[config.mk]
export PLATFORM = sky130hd
export DESIGN_NAME = trimmed_mean_adc_filter_top_flat
export DESIGN_NICKNAME = d
export VERILOG_FILES = /design/src/rtl/tmaf_pkg.sv /design/src/rtl/tmaf_req_if.sv /design/src/rtl/tmaf_rsp_if.sv /design/src/rtl/tmaf_mem.sv /design/src/rtl/tmaf_calc.sv /design/src/rtl/trimmed_mean_adc_filter_top.sv /design/src/flat_wrapper.sv
export VERILOG_INCLUDE_DIRS = /design/src /design/src/rtl
export SDC_FILE = /design/constraint.sdc
export NUM_CORES = 1
export LEC_CHECK = 0
export BUFFER_PORTS_ARGS = -buffer_cell sky130_fd_sc_hd__buf_4
export CAP_MARGIN = 20
export CORE_MARGIN = 5
export CORE_UTILIZATION = 63
export DETAILED_ROUTE_END_ITERATION = 16
export GPL_ROUTABILITY_DRIVEN = 0
export PLACE_DENSITY = 0.78
export RECOVER_POWER = 25
export SLEW_MARGIN = 20
export SYNTH_ARGS = -nofsm -noshare
export SYNTH_HDL_FRONTEND = slang
export SYNTH_SLANG_ARGS = --single-unit
[constraint.sdc]
create_clock -name clk -period 6.6 [get_ports clk]
set_clock_uncertainty 0.1 [all_clocks]
set_input_delay 0.33 -clock clk [delete_from_list [all_inputs] [get_ports clk]]
set_output_delay 0.33 -clock clk [all_outputs]
set_load 0.01 [all_outputs]
[src/rtl/assert_macros.svh]
// assertion macros shared by the filter rtl
`ifndef ASSERT_MACROS_SVH
`define ASSERT_MACROS_SVH

`ifndef SYNTHESIS

// cond holds -> prop holds in the same cycle
`define CHK_IMPLIES(label, clk, rst, cond, prop) \
  label: assert property (@(posedge clk) disable iff (rst) (cond) |-> (prop)) \
    else $error("implication check failed");

// cond holds -> prop holds in the next cycle
`define CHK_NEXT(label, clk, rst, cond, prop) \
  label: assert property (@(posedge clk) disable iff (rst) (cond) |=> (prop)) \
    else $error("next-cycle check failed");

`else

`define CHK_IMPLIES(label, clk, rst, cond, prop)
`define CHK_NEXT(label, clk, rst, cond, prop)

`endif

`endif

[src/rtl/tmaf_pkg.sv]
// package: widths, command codes and control structs of the trimmed mean filter
`timescale 1ns / 1ps

package tmaf_pkg;

  localparam int SAMPLE_W = 12;
  localparam int CH_W     = 4;
  localparam int CMD_W    = 2;

  localparam int CHANNELS_DEF = 4;
  localparam int DEPTH_DEF    = 12;

  localparam logic [CMD_W-1:0] CMD_STORE    = 2'd0;
  localparam logic [CMD_W-1:0] CMD_READ_ONE = 2'd1;
  localparam logic [CMD_W-1:0] CMD_READ_ALL = 2'd2;

  // start value of the running minimum
  localparam logic [SAMPLE_W-1:0] LO_INIT = {SAMPLE_W{1'b1}};

  typedef struct packed {
    logic clear;
    logic take;
    logic div_start;
  } calc_ctrl_t;

  typedef struct packed {
    logic busy;
    logic done;
  } calc_stat_t;

endpackage

[src/rtl/tmaf_req_if.sv]
// request channel: command, sample and channel number
`timescale 1ns / 1ps

interface tmaf_req_if;
  import tmaf_pkg::*;

  logic                valid;
  logic                ready;
  logic [CMD_W-1:0]    command;
  logic [SAMPLE_W-1:0] sample;
  logic [CH_W-1:0]     channel;

  modport source (output valid, command, sample, channel, input ready);
  modport sink   (input valid, command, sample, channel, output ready);
endinterface

[src/rtl/tmaf_rsp_if.sv]
// response channel: one filtered channel value per item
`timescale 1ns / 1ps

interface tmaf_rsp_if;
  import tmaf_pkg::*;

  logic                valid;
  logic                ready;
  logic [CH_W-1:0]     channel_index;
  logic [SAMPLE_W-1:0] filtered_value;
  logic                channel_ok;
  logic                last;

  modport source (output valid, channel_index, filtered_value, channel_ok, last,
                  input ready);
  modport sink   (input valid, channel_index, filtered_value, channel_ok, last,
                  output ready);
endinterface

[src/rtl/tmaf_mem.sv]
// sample store: one write port, one registered read port
`timescale 1ns / 1ps

module tmaf_mem #(
  parameter int WORDS = tmaf_pkg::CHANNELS_DEF * tmaf_pkg::DEPTH_DEF
) (
  input  logic                          clk,
  input  logic                          we,
  input  logic [$clog2(WORDS)-1:0]      waddr,
  input  logic [tmaf_pkg::SAMPLE_W-1:0] wdata,
  input  logic                          re,
  input  logic [$clog2(WORDS)-1:0]      raddr,
  output logic [tmaf_pkg::SAMPLE_W-1:0] rdata
);
  import tmaf_pkg::*;

  logic [SAMPLE_W-1:0] mem [WORDS];

  always_ff @(posedge clk) begin
    if (we) begin
      mem[waddr] <= wdata;
    end
    if (re) begin
      rdata <= mem[raddr];
    end
  end

endmodule

[src/rtl/tmaf_calc.sv]
// shared unit: running sum, max and min, then (sum - max - min) times a reciprocal 1/(DEPTH-2)
`timescale 1ns / 1ps

module tmaf_calc #(
  parameter int DEPTH = tmaf_pkg::DEPTH_DEF
) (
  input  logic                          clk,
  input  logic                          rst,
  input  tmaf_pkg::calc_ctrl_t          ctrl,
  input  logic [tmaf_pkg::SAMPLE_W-1:0] data,
  output tmaf_pkg::calc_stat_t          stat,
  output logic [tmaf_pkg::SAMPLE_W-1:0] quot
);
  import tmaf_pkg::*;

  localparam int SUM_W   = SAMPLE_W + $clog2(DEPTH);
  localparam int DIVISOR = DEPTH - 2;
  localparam int SHIFT   = SUM_W + $clog2(DIVISOR);
  localparam int RECIP_W = SUM_W + 2;
  localparam int PROD_W  = SUM_W + RECIP_W;
  // ceil(2^SHIFT / DIVISOR) gives the exact floor quotient for any dividend below 2^SUM_W
  localparam logic [RECIP_W-1:0] RECIP =
    RECIP_W'(((64'd1 << SHIFT) + 64'(DIVISOR) - 64'd1) / 64'(DIVISOR));

  logic [SUM_W-1:0]    sum;
  logic [SAMPLE_W-1:0] hi;
  logic [SAMPLE_W-1:0] lo;
  logic [SUM_W-1:0]    num;
  logic [PROD_W-1:0]   prod;
  logic                busy;
  logic                done;

  assign prod = PROD_W'(num) * PROD_W'(RECIP);

  always_ff @(posedge clk) begin
    if (rst) begin
      busy <= 1'b0;
      done <= 1'b0;
    end else begin
      done <= 1'b0;
      if (ctrl.clear) begin
        sum <= '0;
        hi  <= '0;
        lo  <= LO_INIT;
      end else if (ctrl.take) begin
        sum <= sum + SUM_W'(data);
        if (data > hi) begin
          hi <= data;
        end
        if (data < lo) begin
          lo <= data;
        end
      end
      if (ctrl.div_start) begin
        num  <= sum - SUM_W'(hi) - SUM_W'(lo);
        busy <= 1'b1;
      end else if (busy) begin
        // scaled reciprocal product, quotient taken from the upper bits
        quot <= prod[SHIFT +: SAMPLE_W];
        busy <= 1'b0;
        done <= 1'b1;
      end
    end
  end

  assign stat.busy = busy;
  assign stat.done = done;

endmodule

[src/rtl/trimmed_mean_adc_filter_top.sv]
// top level: sequencer, sample store and shared sum/divide unit
`timescale 1ns / 1ps
`include "assert_macros.svh"

// Trimmed mean filter over a circular store of DEPTH scans of CHANNELS samples.
// After reset the store is cleared one entry per cycle, all CHANNELS*DEPTH
// entries, before the first item is taken. A store item is written as it is
// accepted. Each channel read walks its DEPTH samples through the single read
// port of the store, then divides by DEPTH-2 with one reciprocal multiply; a
// read-all item does this for every channel in turn. An out-of-range channel
// answers without a read. The input is not ready while an item is being worked
// on; a finished result sits in an output register.
module trimmed_mean_adc_filter_top #(
  parameter int CHANNELS = tmaf_pkg::CHANNELS_DEF,
  parameter int DEPTH    = tmaf_pkg::DEPTH_DEF
) (
  input  logic              clk,
  input  logic              rst,
  tmaf_req_if.sink          req,
  tmaf_rsp_if.source        rsp
);
  import tmaf_pkg::*;

  localparam int WORDS  = CHANNELS * DEPTH;
  localparam int ADDR_W = $clog2(WORDS);
  localparam int CNT_W  = $clog2(DEPTH);
  localparam logic [ADDR_W-1:0] LAST_ADDR = ADDR_W'(WORDS - 1);
  localparam logic [ADDR_W-1:0] STRIDE    = ADDR_W'(CHANNELS);
  localparam logic [CNT_W-1:0]  LAST_CNT  = CNT_W'(DEPTH - 1);
  localparam logic [CH_W-1:0]   LAST_CH   = CH_W'(CHANNELS - 1);

  typedef enum logic [2:0] {
    S_CLEAR, S_IDLE, S_READ, S_DRAIN, S_START, S_DIV, S_EMIT
  } state_t;

  state_t              state;
  logic [ADDR_W-1:0]   clr_addr;
  logic [ADDR_W-1:0]   write_slot;
  logic [ADDR_W-1:0]   rd_addr;
  logic [CNT_W-1:0]    rd_cnt;
  logic                rd_valid;
  logic [CH_W-1:0]     cur_ch;
  logic                all_mode;
  logic                res_ok;
  logic                out_valid;
  logic [CH_W-1:0]     out_ch;
  logic [SAMPLE_W-1:0] out_val;
  logic                out_ok;
  logic                out_last;

  logic                accept;
  logic                emit_go;
  logic                ch_in_range;
  logic                mem_we;
  logic [ADDR_W-1:0]   mem_waddr;
  logic [SAMPLE_W-1:0] mem_wdata;
  logic [SAMPLE_W-1:0] mem_rdata;
  logic [SAMPLE_W-1:0] quot;
  calc_ctrl_t          ctrl;
  calc_stat_t          stat;

  assign req.ready   = (state == S_IDLE);
  assign accept      = req.valid && req.ready;
  assign emit_go     = (state == S_EMIT) && (!out_valid || rsp.ready);
  assign ch_in_range = {1'b0, req.channel} < (CH_W + 1)'(CHANNELS);

  // store commands write the next slot; the clearing pass uses the same port
  assign mem_we    = (state == S_CLEAR) || (accept && req.command == CMD_STORE);
  assign mem_waddr = (state == S_CLEAR) ? clr_addr : write_slot;
  assign mem_wdata = (state == S_CLEAR) ? '0 : req.sample;

  assign ctrl.clear     = (state == S_READ) && (rd_cnt == '0);
  assign ctrl.take      = rd_valid;
  assign ctrl.div_start = (state == S_START);

  tmaf_mem #(
    .WORDS (WORDS)
  ) u_mem (
    .clk   (clk),
    .we    (mem_we),
    .waddr (mem_waddr),
    .wdata (mem_wdata),
    .re    (state == S_READ),
    .raddr (rd_addr),
    .rdata (mem_rdata)
  );

  tmaf_calc #(
    .DEPTH (DEPTH)
  ) u_calc (
    .clk  (clk),
    .rst  (rst),
    .ctrl (ctrl),
    .data (mem_rdata),
    .stat (stat),
    .quot (quot)
  );

  always_ff @(posedge clk) begin
    if (rst) begin
      state      <= S_CLEAR;
      clr_addr   <= '0;
      write_slot <= '0;
      rd_valid   <= 1'b0;
      out_valid  <= 1'b0;
    end else begin
      rd_valid <= (state == S_READ);
      if (rsp.ready) begin
        out_valid <= 1'b0;
      end
      case (state)
        S_CLEAR: begin
          clr_addr <= clr_addr + 1'b1;
          if (clr_addr == LAST_ADDR) begin
            state <= S_IDLE;
          end
        end
        S_IDLE: begin
          if (accept) begin
            case (req.command)
              CMD_STORE: begin
                write_slot <= (write_slot == LAST_ADDR) ? '0 : write_slot + 1'b1;
              end
              CMD_READ_ONE: begin
                cur_ch   <= req.channel;
                all_mode <= 1'b0;
                rd_cnt   <= '0;
                if (ch_in_range) begin
                  res_ok  <= 1'b1;
                  rd_addr <= ADDR_W'(req.channel);
                  state   <= S_READ;
                end else begin
                  res_ok <= 1'b0;
                  state  <= S_EMIT;
                end
              end
              CMD_READ_ALL: begin
                cur_ch   <= '0;
                all_mode <= 1'b1;
                res_ok   <= 1'b1;
                rd_cnt   <= '0;
                rd_addr  <= '0;
                state    <= S_READ;
              end
              default: begin
                // unused command: dropped
              end
            endcase
          end
        end
        S_READ: begin
          rd_addr <= rd_addr + STRIDE;
          rd_cnt  <= rd_cnt + 1'b1;
          if (rd_cnt == LAST_CNT) begin
            state <= S_DRAIN;
          end
        end
        S_DRAIN: begin
          state <= S_START;
        end
        S_START: begin
          state <= S_DIV;
        end
        S_DIV: begin
          if (stat.done) begin
            state <= S_EMIT;
          end
        end
        S_EMIT: begin
          if (emit_go) begin
            out_valid <= 1'b1;
            out_ch    <= cur_ch;
            out_val   <= res_ok ? quot : '0;
            out_ok    <= res_ok;
            out_last  <= !all_mode || (cur_ch == LAST_CH);
            if (all_mode && cur_ch != LAST_CH) begin
              cur_ch  <= cur_ch + 1'b1;
              rd_addr <= ADDR_W'(cur_ch + 1'b1);
              rd_cnt  <= '0;
              state   <= S_READ;
            end else begin
              state <= S_IDLE;
            end
          end
        end
        default: begin
          state <= S_IDLE;
        end
      endcase
    end
  end

  assign rsp.valid          = out_valid;
  assign rsp.channel_index  = out_ch;
  assign rsp.filtered_value = out_val;
  assign rsp.channel_ok     = out_ok;
  assign rsp.last           = out_last;

  `CHK_IMPLIES(a_div_in_div_state, clk, rst, stat.busy || stat.done, state == S_DIV)
  `CHK_IMPLIES(a_slot_in_range, clk, rst, 1'b1, write_slot <= LAST_ADDR)
  `CHK_NEXT(a_emit_loads_result, clk, rst, emit_go, out_valid)
  `CHK_IMPLIES(a_no_read_while_idle, clk, rst, req.ready, !stat.busy && !rd_valid)

endmodule
[src/flat_wrapper.sv]
// flat-port wrapper written by rule: the top's interface ports become plain ports
module trimmed_mean_adc_filter_top_flat import tmaf_pkg::*;
#(
  parameter int CHANNELS = tmaf_pkg::CHANNELS_DEF,
  parameter int DEPTH    = tmaf_pkg::DEPTH_DEF
)
  (clk, rst, req_valid, req_command, req_sample, req_channel, req_ready, rsp_valid, rsp_channel_index, rsp_filtered_value, rsp_channel_ok, rsp_last, rsp_ready);
  tmaf_req_if req_i ();
  tmaf_rsp_if rsp_i ();
  input  logic clk;
  input  logic rst;
  input wire logic [$bits(req_i.valid)-1:0] req_valid;
  input wire logic [$bits(req_i.command)-1:0] req_command;
  input wire logic [$bits(req_i.sample)-1:0] req_sample;
  input wire logic [$bits(req_i.channel)-1:0] req_channel;
  output wire logic [$bits(req_i.ready)-1:0] req_ready;
  output wire logic [$bits(rsp_i.valid)-1:0] rsp_valid;
  output wire logic [$bits(rsp_i.channel_index)-1:0] rsp_channel_index;
  output wire logic [$bits(rsp_i.filtered_value)-1:0] rsp_filtered_value;
  output wire logic [$bits(rsp_i.channel_ok)-1:0] rsp_channel_ok;
  output wire logic [$bits(rsp_i.last)-1:0] rsp_last;
  input wire logic [$bits(rsp_i.ready)-1:0] rsp_ready;
  assign req_i.valid = req_valid;
  assign req_i.command = req_command;
  assign req_i.sample = req_sample;
  assign req_i.channel = req_channel;
  assign req_ready = req_i.ready;
  assign rsp_valid = rsp_i.valid;
  assign rsp_channel_index = rsp_i.channel_index;
  assign rsp_filtered_value = rsp_i.filtered_value;
  assign rsp_channel_ok = rsp_i.channel_ok;
  assign rsp_last = rsp_i.last;
  assign rsp_i.ready = rsp_ready;
  trimmed_mean_adc_filter_top #(.CHANNELS(CHANNELS), .DEPTH(DEPTH)) u_core (.clk(clk), .rst(rst), .req(req_i), .rsp(rsp_i));
endmodule
==> After elaboration in Yosys (flattened, before gate mapping) <==
Memories as Yosys holds them, arrays and structs flattened. A register that Yosys moved wholly into a read port is not among the register bits.
Index checks and enable logic that the tools add are counted.
{ "classes": {"reduce_logical": 33, "bitwise": 2, "addsub": 9, "eq_ne": 22, "n_lt_le_gt_ge": 3, "multipliers": 1, "mux": 43} }
{ "op_table": {"columns": ["cell", "n"], "rows": [
  ["12-bit two-way mux", 5],
  ["6-bit two-way mux", 6],
  ["16-bit by 12-bit subtractor with 16-bit output", 2],
  ["16-bit by 16-bit multiplier with 31-bit output (second input constant)", 1],
  ["4-bit two-way mux", 7],
  ["3-bit one-hot mux with 7 select lines", 1],
  ["3-bit two-way mux", 6],
  ["6-bit one-hot mux with 3 select lines", 1],
  ["6-bit AND reduction", 3],
  ["16-bit by 12-bit adder with 16-bit output", 1],
  ["16-bit two-way mux", 1],
  ["4-bit one-hot mux with 2 select lines", 2],
  ["3-bit AND reduction", 5],
  ["6-bit by 1-bit adder with 6-bit output (second input constant)", 2],
  ["6-bit == test (second input constant)", 2],
  ["12-bit greater-than comparator", 1],
  ["12-bit < comparator", 1],
  ["4-bit one-hot mux with 3 select lines", 1],
  ["6-bit one-hot mux with 2 select lines", 1],
  ["2-bit != test (second input constant)", 5],
  ["2-bit nonzero test", 5],
  ["3-bit == test (second input constant)", 3],
  ["4-bit by 1-bit adder with 4-bit output (second input constant)", 2],
  ["1-bit two-way mux", 8],
  ["27 further kinds", 41]
]} }
{ "totals": {"n_memories": 1, "mem_bits_rw": 576, "reg_bits": 121, "out_inout_bits": 20, "inputBits": 22} }
{ "memory_table": {"columns": ["memory", "words", "word_bits", "rd", "rd_clocked_by_memory_dff", "write_ports", "line", "text"], "rows": [
  ["u_core.u_mem.mem", 48, 12, 1, 1, 1, "tmaf_mem.sv:17", "logic [SAMPLE_W-1:0] mem [WORDS];"]
]} }

==> Depth between registers and ports, before layout <==
{ "logic_depth": {"depth_word": 6, "mapped_depth": 20} }

==> Modules after synthesis <==
From an unflattened synthesis, not the netlist that was laid out.
{ "hier_totals": {"hier_cells": 2277, "hier_area_um2": 34708.3} }
{ "modules_own_cells": {"columns": ["module", "instances", "area_per_inst_um2", "cells_each", "seq_area_each_um2"], "rows": [
  ["tmaf_mem", 1, 22994.6, 1142, 17656.9],
  ["tmaf_calc", 1, 9115.0, 897, 2082.0],
  ["trimmed_mean_adc_filter_top", 1, 2598.7, 238, 1361.3]
]} }

==> Worst setup path before layout <==
Ideal clock, no wire load.
{ "synth_timing": {"kind": "reg-to-reg", "startpoint": "register u_core.u_calc.num[4]", "endpoint": "register u_core.u_calc.quot[7] (netlist name) (data pin)", "synth_period_minus_slack_ns": 5.221, "path_stages_with_launch": 20, "arrival_time_ns": 4.863, "setup_ns": 0.258, "slack_ns": 1.379, "path_cell_list": "edfxtp_1 -> ha_1 -> xor2_1 -> ha_1 -> fa_1 -> inv_1 -> fa_1 -> inv_1 -> fa_1 -> inv_1 -> fa_1 -> inv_1 -> ha_1 -> clkbuf_1 -> nand3_1 -> a211oi_1 -> o21ai_1 -> a21boi_0 -> a21oi_1 -> xnor2_1"} }
{ "synth_via": {"elab_chain_cells": 1} }
{ "synth_rtl": {"columns": ["element", "line", "text"], "rows": [
  ["start: declaration", "tmaf_calc.sv:28", "logic [SUM_W-1:0] num;"],
  ["start signal: assignment", "tmaf_calc.sv:55", "num <= sum - SUM_W'(hi) - SUM_W'(lo);"],
  ["16-bit by 16-bit multiplier with 31-bit output", "tmaf_calc.sv:33", "assign prod = PROD_W'(num) * PROD_W'(RECIP);"],
  ["via u_core.u_calc.prod[27]", "tmaf_calc.sv:29", "logic [PROD_W-1:0] prod;"],
  ["end signal: assignment", "tmaf_calc.sv:59", "quot <= prod[SHIFT +: SAMPLE_W];"],
  ["end: declaration", "tmaf_calc.sv:12", "output logic [tmaf_pkg::SAMPLE_W-1:0] quot"]
]} }
The timed path passes the listed nets, and every way through them passes these cells.
A chain may end at the register's enable or synchronous reset.

==> Final worst setup path <==
{ "layout_timing": {"startpoint": "register u_core.u_calc.num[4]", "endpoint": "register u_core.u_calc.quot[6] (netlist name) (data pin)"} }
The elaborated chain is that of the path after synthesis.

==> impl.org <==
** Layout
- Final net count :: 2429
- Relative to the synthesized area, the layout overhead comes to 11.0%.
- The library cells used most frequently in the layout, excluding fill and tap cells, are 690 x edfxtp_1, 194 x inv_1, 184 x ha_1.
- Once layout is complete, the cells apart from fillers number 2875.
- Layout cells sized above 1 :: 17.0%
- The library cell used most frequently in the layout, excluding fill and tap cells, is edfxtp_1.
- Antenna diode count :: 0
- Once layout is complete, the utilization of the core stands at 71.0%.

** Power
- Combinational fraction of design power :: 19.8%
- VDD IR-drop max :: 0.527 mV
- Cell internal pwr :: 8.82 mW
- For this design the total switching power over the nets is 3.35 mW.
- The analysis attributes to cell leakage a power of 13.7 nW.
- Registers are responsible for 46.2% of the overall power.
- For this design the ratio of total power to cell area is 325 mW/mm².
- Switching Fraction :: 27.5%
- Power share of the clock group :: 34.0%
- Post-route total power :: 12.2 mW

** Status
- The checks that failed: capacitance limit, slew limit.
- The flow ran to the end, but the final reports show violations.

** CTS
- The longest clock path from root to sink contains 3 buffers.
- TritonCTS clock tree :: yes
- In this run, CTS created clock tree buffers numbering 73.
- Clock insertion delay at the later pin of the skew report :: 0.63 ns
- Clock-pin slew on the worst setup and hold paths :: 0.06 ns
- CTS saw 709 sinks.
- The clock tree synthesis step divided the H-tree into 3 levels.
- The root buffer cell chosen for the clock tree is clkbuf_16.

** Hold path
- For hold timing, the worst endpoint is u_core.all_mode.
- Number of instances on the worst hold path :: 2
- Classification of the worst-slack hold path :: input pin to flip-flop
- In this run the most critical hold path is launched from req_command[1].

** Timing
- The routed design could run at a clock period as short as 5.80 ns.
- Setup repair after global routing left no endpoint under its margin.
- Based on the critical path, the design can be clocked at up to 0.172 GHz.
- Dividing the final minimum period by the clock period gives 87.9%.
- In this run the tightest slew margin relative to its limit is -166%.
- Setup_tns :: 0 ns
- Worst slack on hold paths :: 0.0334 ns
- Worst-Margin Slew :: 3.99 ns
- Setup violations remaining at the end of the flow were counted as 0.
- Pins Over Slew Limit :: 382
- Number of hold violations in the final report :: 0

** Global route
- The via count of the first global-routing pass was 18809.
- Entering global routing, the biggest net connects 145 pins.
- Global routing used 26.4% of the available tracks across all layers.
- The number of antenna violations at the first check in global routing is 0.
- Summed over all layers, the global routing overflow is 0.
- The first global-routing pass estimated 114000 µm of wire.

** Worst setup path
- The worst register-to-register path ends at u_core.u_calc.quot[6].
- Largest fanout on the critical path :: 6
- The worst setup path is launched from a flip-flop.
- For flop-to-flop paths, the worst setup slack is 0.80 ns.
- Critical path class :: flip-flop to flip-flop
- For the worst setup path, the data arrival time is 6.06 ns.
- In this run the critical register-to-register path is launched from u_core.u_calc.num[4].
- Measured in cells, the most critical reg-to-reg path has a length of 17.
- Type of destination of the critical path :: flip-flop
- Data on the critical path is required at its endpoint by 6.85 ns.

** Place
- Buffers added on ports :: 41
- Placed cells :: 2738
- The HPWL after detailed placement is 47300 µm.

** Job
- The tool flagged a number of max-cap violations equal to 8.

** Synthesis
- Total of flip-flops plus latches after synthesis :: 709
- In this run the mean area of a mapped cell was 16.8 µm².
- The synthesized netlist contains 63 unique library cells.
- Count of flip-flops with a built-in enable after synthesis :: 690
- Share of synthesized flip-flops with an asynchronous set or reset :: 0%
- Top flip-flop cell by instance count after synthesis :: edfxtp_1
- The cell area that synthesis handed to floorplanning was 0.0337 mm².
- The number of nets handed over by synthesis was 2308.
- For this run, the number of Yosys warnings is 0.
- Count of mapped cells out of synthesis :: 2010
- Sequential cells were found to cover 62.5% of the synthesized design area.

** Floorplanning
- 42 I/O pins were placed.
- Horizontal die dimension :: 241 µm
- Die Span Y :: 241 µm
- Starting density of the core :: 63.9%
- Core region area :: 0.0528 mm²
- Area of the die :: 0.0583 mm²
- The floorplan has 84 rows.

** Route
- The first TritonRoute pass finished after 5 iterations.
- In this run the remaining antenna-violating nets after routing total 0.
- Ratio of routed vias to standard cells :: 6.32
- Post-detailed-routing wire length :: 74900 µm
- The detailed router placed 18182 vias in this run.
- Remaining DRCs :: 0
- In this run, the number of DRC markers left after iteration 0 of detailed routing was 2026.
- Avg WL per Cell :: 26.1 µm
==> cell usage after synthesis (9+ instances only) <==
cell type,count,area share (%)
clkbuf_1,31,0.34
a211oi_1,9,0.20
nor3_1,12,0.18
edfxtp_1,690,61
o21bai_1,9,0.20
mux2i_1,18,0.53
mux4_2,180,12
buf_2,18,0.27
dfxtp_1,19,1.1
xor2_1,27,0.70
nand2b_1,25,0.46
nand3_1,18,0.27
inv_1,194,2.2
o21ai_1,14,0.21
a21o_1,21,0.47
and2_1,39,0.72
o21ai_0,39,0.58
a21oi_1,49,0.73
nand4_1,16,0.30
nor2b_1,9,0.17
xnor2_1,29,0.75
ha_1,184,6.8
fa_1,92,5.5
nor2_1,114,1.3
nand2_1,73,0.81
==> stage by stage <==
step | setup slack (ns) | instance area (µm²)
finish | 0.797 | 37500
global route | 0.497 | 37500
CTS | 0.860 | 37600
detailed placement | 0.862 | 35100
global placement | 0.950 | 35100
floorplan | 1.38 | 33700
==> worst max path at each step <==
stage / startpoint / to / slack (ns) / cells after the start
finish: u_core.u_calc.num[4] / u_core.u_calc.quot[6] / 0.80 / 17
global route: u_core.u_calc.num[4] / u_core.u_calc.quot[6] / 0.50 / 17
CTS: u_core.u_calc.num[4] / u_core.u_calc.quot[6] / 0.86 / 17
detailed placement: u_core.u_calc.num[4] / u_core.u_calc.quot[6] / 0.86 / 17
global placement: u_core.u_calc.num[4] / u_core.u_calc.quot[6] / 0.95 / 18
floorplan: u_core.u_calc.num[4] / u_core.u_calc.quot[7] / 1.38 / 19
==> worst max-delay path, cell delays in order (launching register included) <==
cell and delay (ns):
edfxtp_1 0.52, ha_1 0.38, inv_1 0.07, fa_1 0.51, inv_1 0.05, fa_1 0.49
fa_1 0.42, fa_1 0.48, inv_1 0.05, fa_1 0.47, inv_1 0.04, ha_1 0.33
a21oi_1 0.20, a21oi_1 0.10, a211oi_1 0.50, a21boi_0 0.39, a21bo_2 0.31, xnor2_1 0.12
==> routing by layer <==
| layer | vias to the layer above | share of wire [%] | track usage, % |
|---|---|---|---|
| li1 | 7886 | - | - |
| met1 | 9384 | 41 | 38.2 |
| met2 | 816 | 50 | 42.9 |
| met3 | 96 | 7.6 | 4.83 |
| met4 | 0 | 2.0 | 6.87 |
| met5 | - | 0 | 0 |
==> timing repair <==
action	4_1_cts	5_1_grt
setup buffers	0	0
endpoints found under the hold margin	13	0
hold buffers	5	0
gates resized for setup	0	0
==> state kept, by name (all words and copies together) (netlist names), 6 cells and up <==
register,count
u_core.u_calc.lo,12
u_core.rd_addr,6
u_core.write_slot,6
u_core.u_mem.rdata,12
u_core.u_calc.hi,12
u_core.u_calc.sum,16
u_core.u_calc.num,16
u_core.clr_addr,6
u_core.u_mem.mem,576
u_core.u_calc.quot,12
u_core.rsp.filtered_value,12
==> power by group through the flow <==
stage | sequential, mW | clock (mW) | combinational, mW
floorplan | 5.65 | 0 | 1.67
global placement | 5.67 | 0 | 2.29
detailed placement | 5.68 | 0 | 2.39
CTS | 5.60 | 4.19 | 2.43
global route | 5.63 | 4.40 | 2.67
finish | 5.62 | 4.14 | 2.41
==> cell families after synthesis <==
group	Yosys count	synth area share (%)
flops	709	62.5
simple gates	333	4.79
fa+ha+maj	276	12.3
buf+inv	258	3.07
mux	198	12.5
compound gates	180	3.32
xor+xnor	56	1.45
==> final cells by class <==
type                       instances  area, µm²
multi-input combinational       1043      11600
tap                              688        861
clock inverter                    46        483
clock buffer                      85       1910
sequential                       709      21100
timing repair buffer             110        756
fill                            3255      15300
inverter                         194        728
Note: power is estimated with default switching activity, not from simulation.
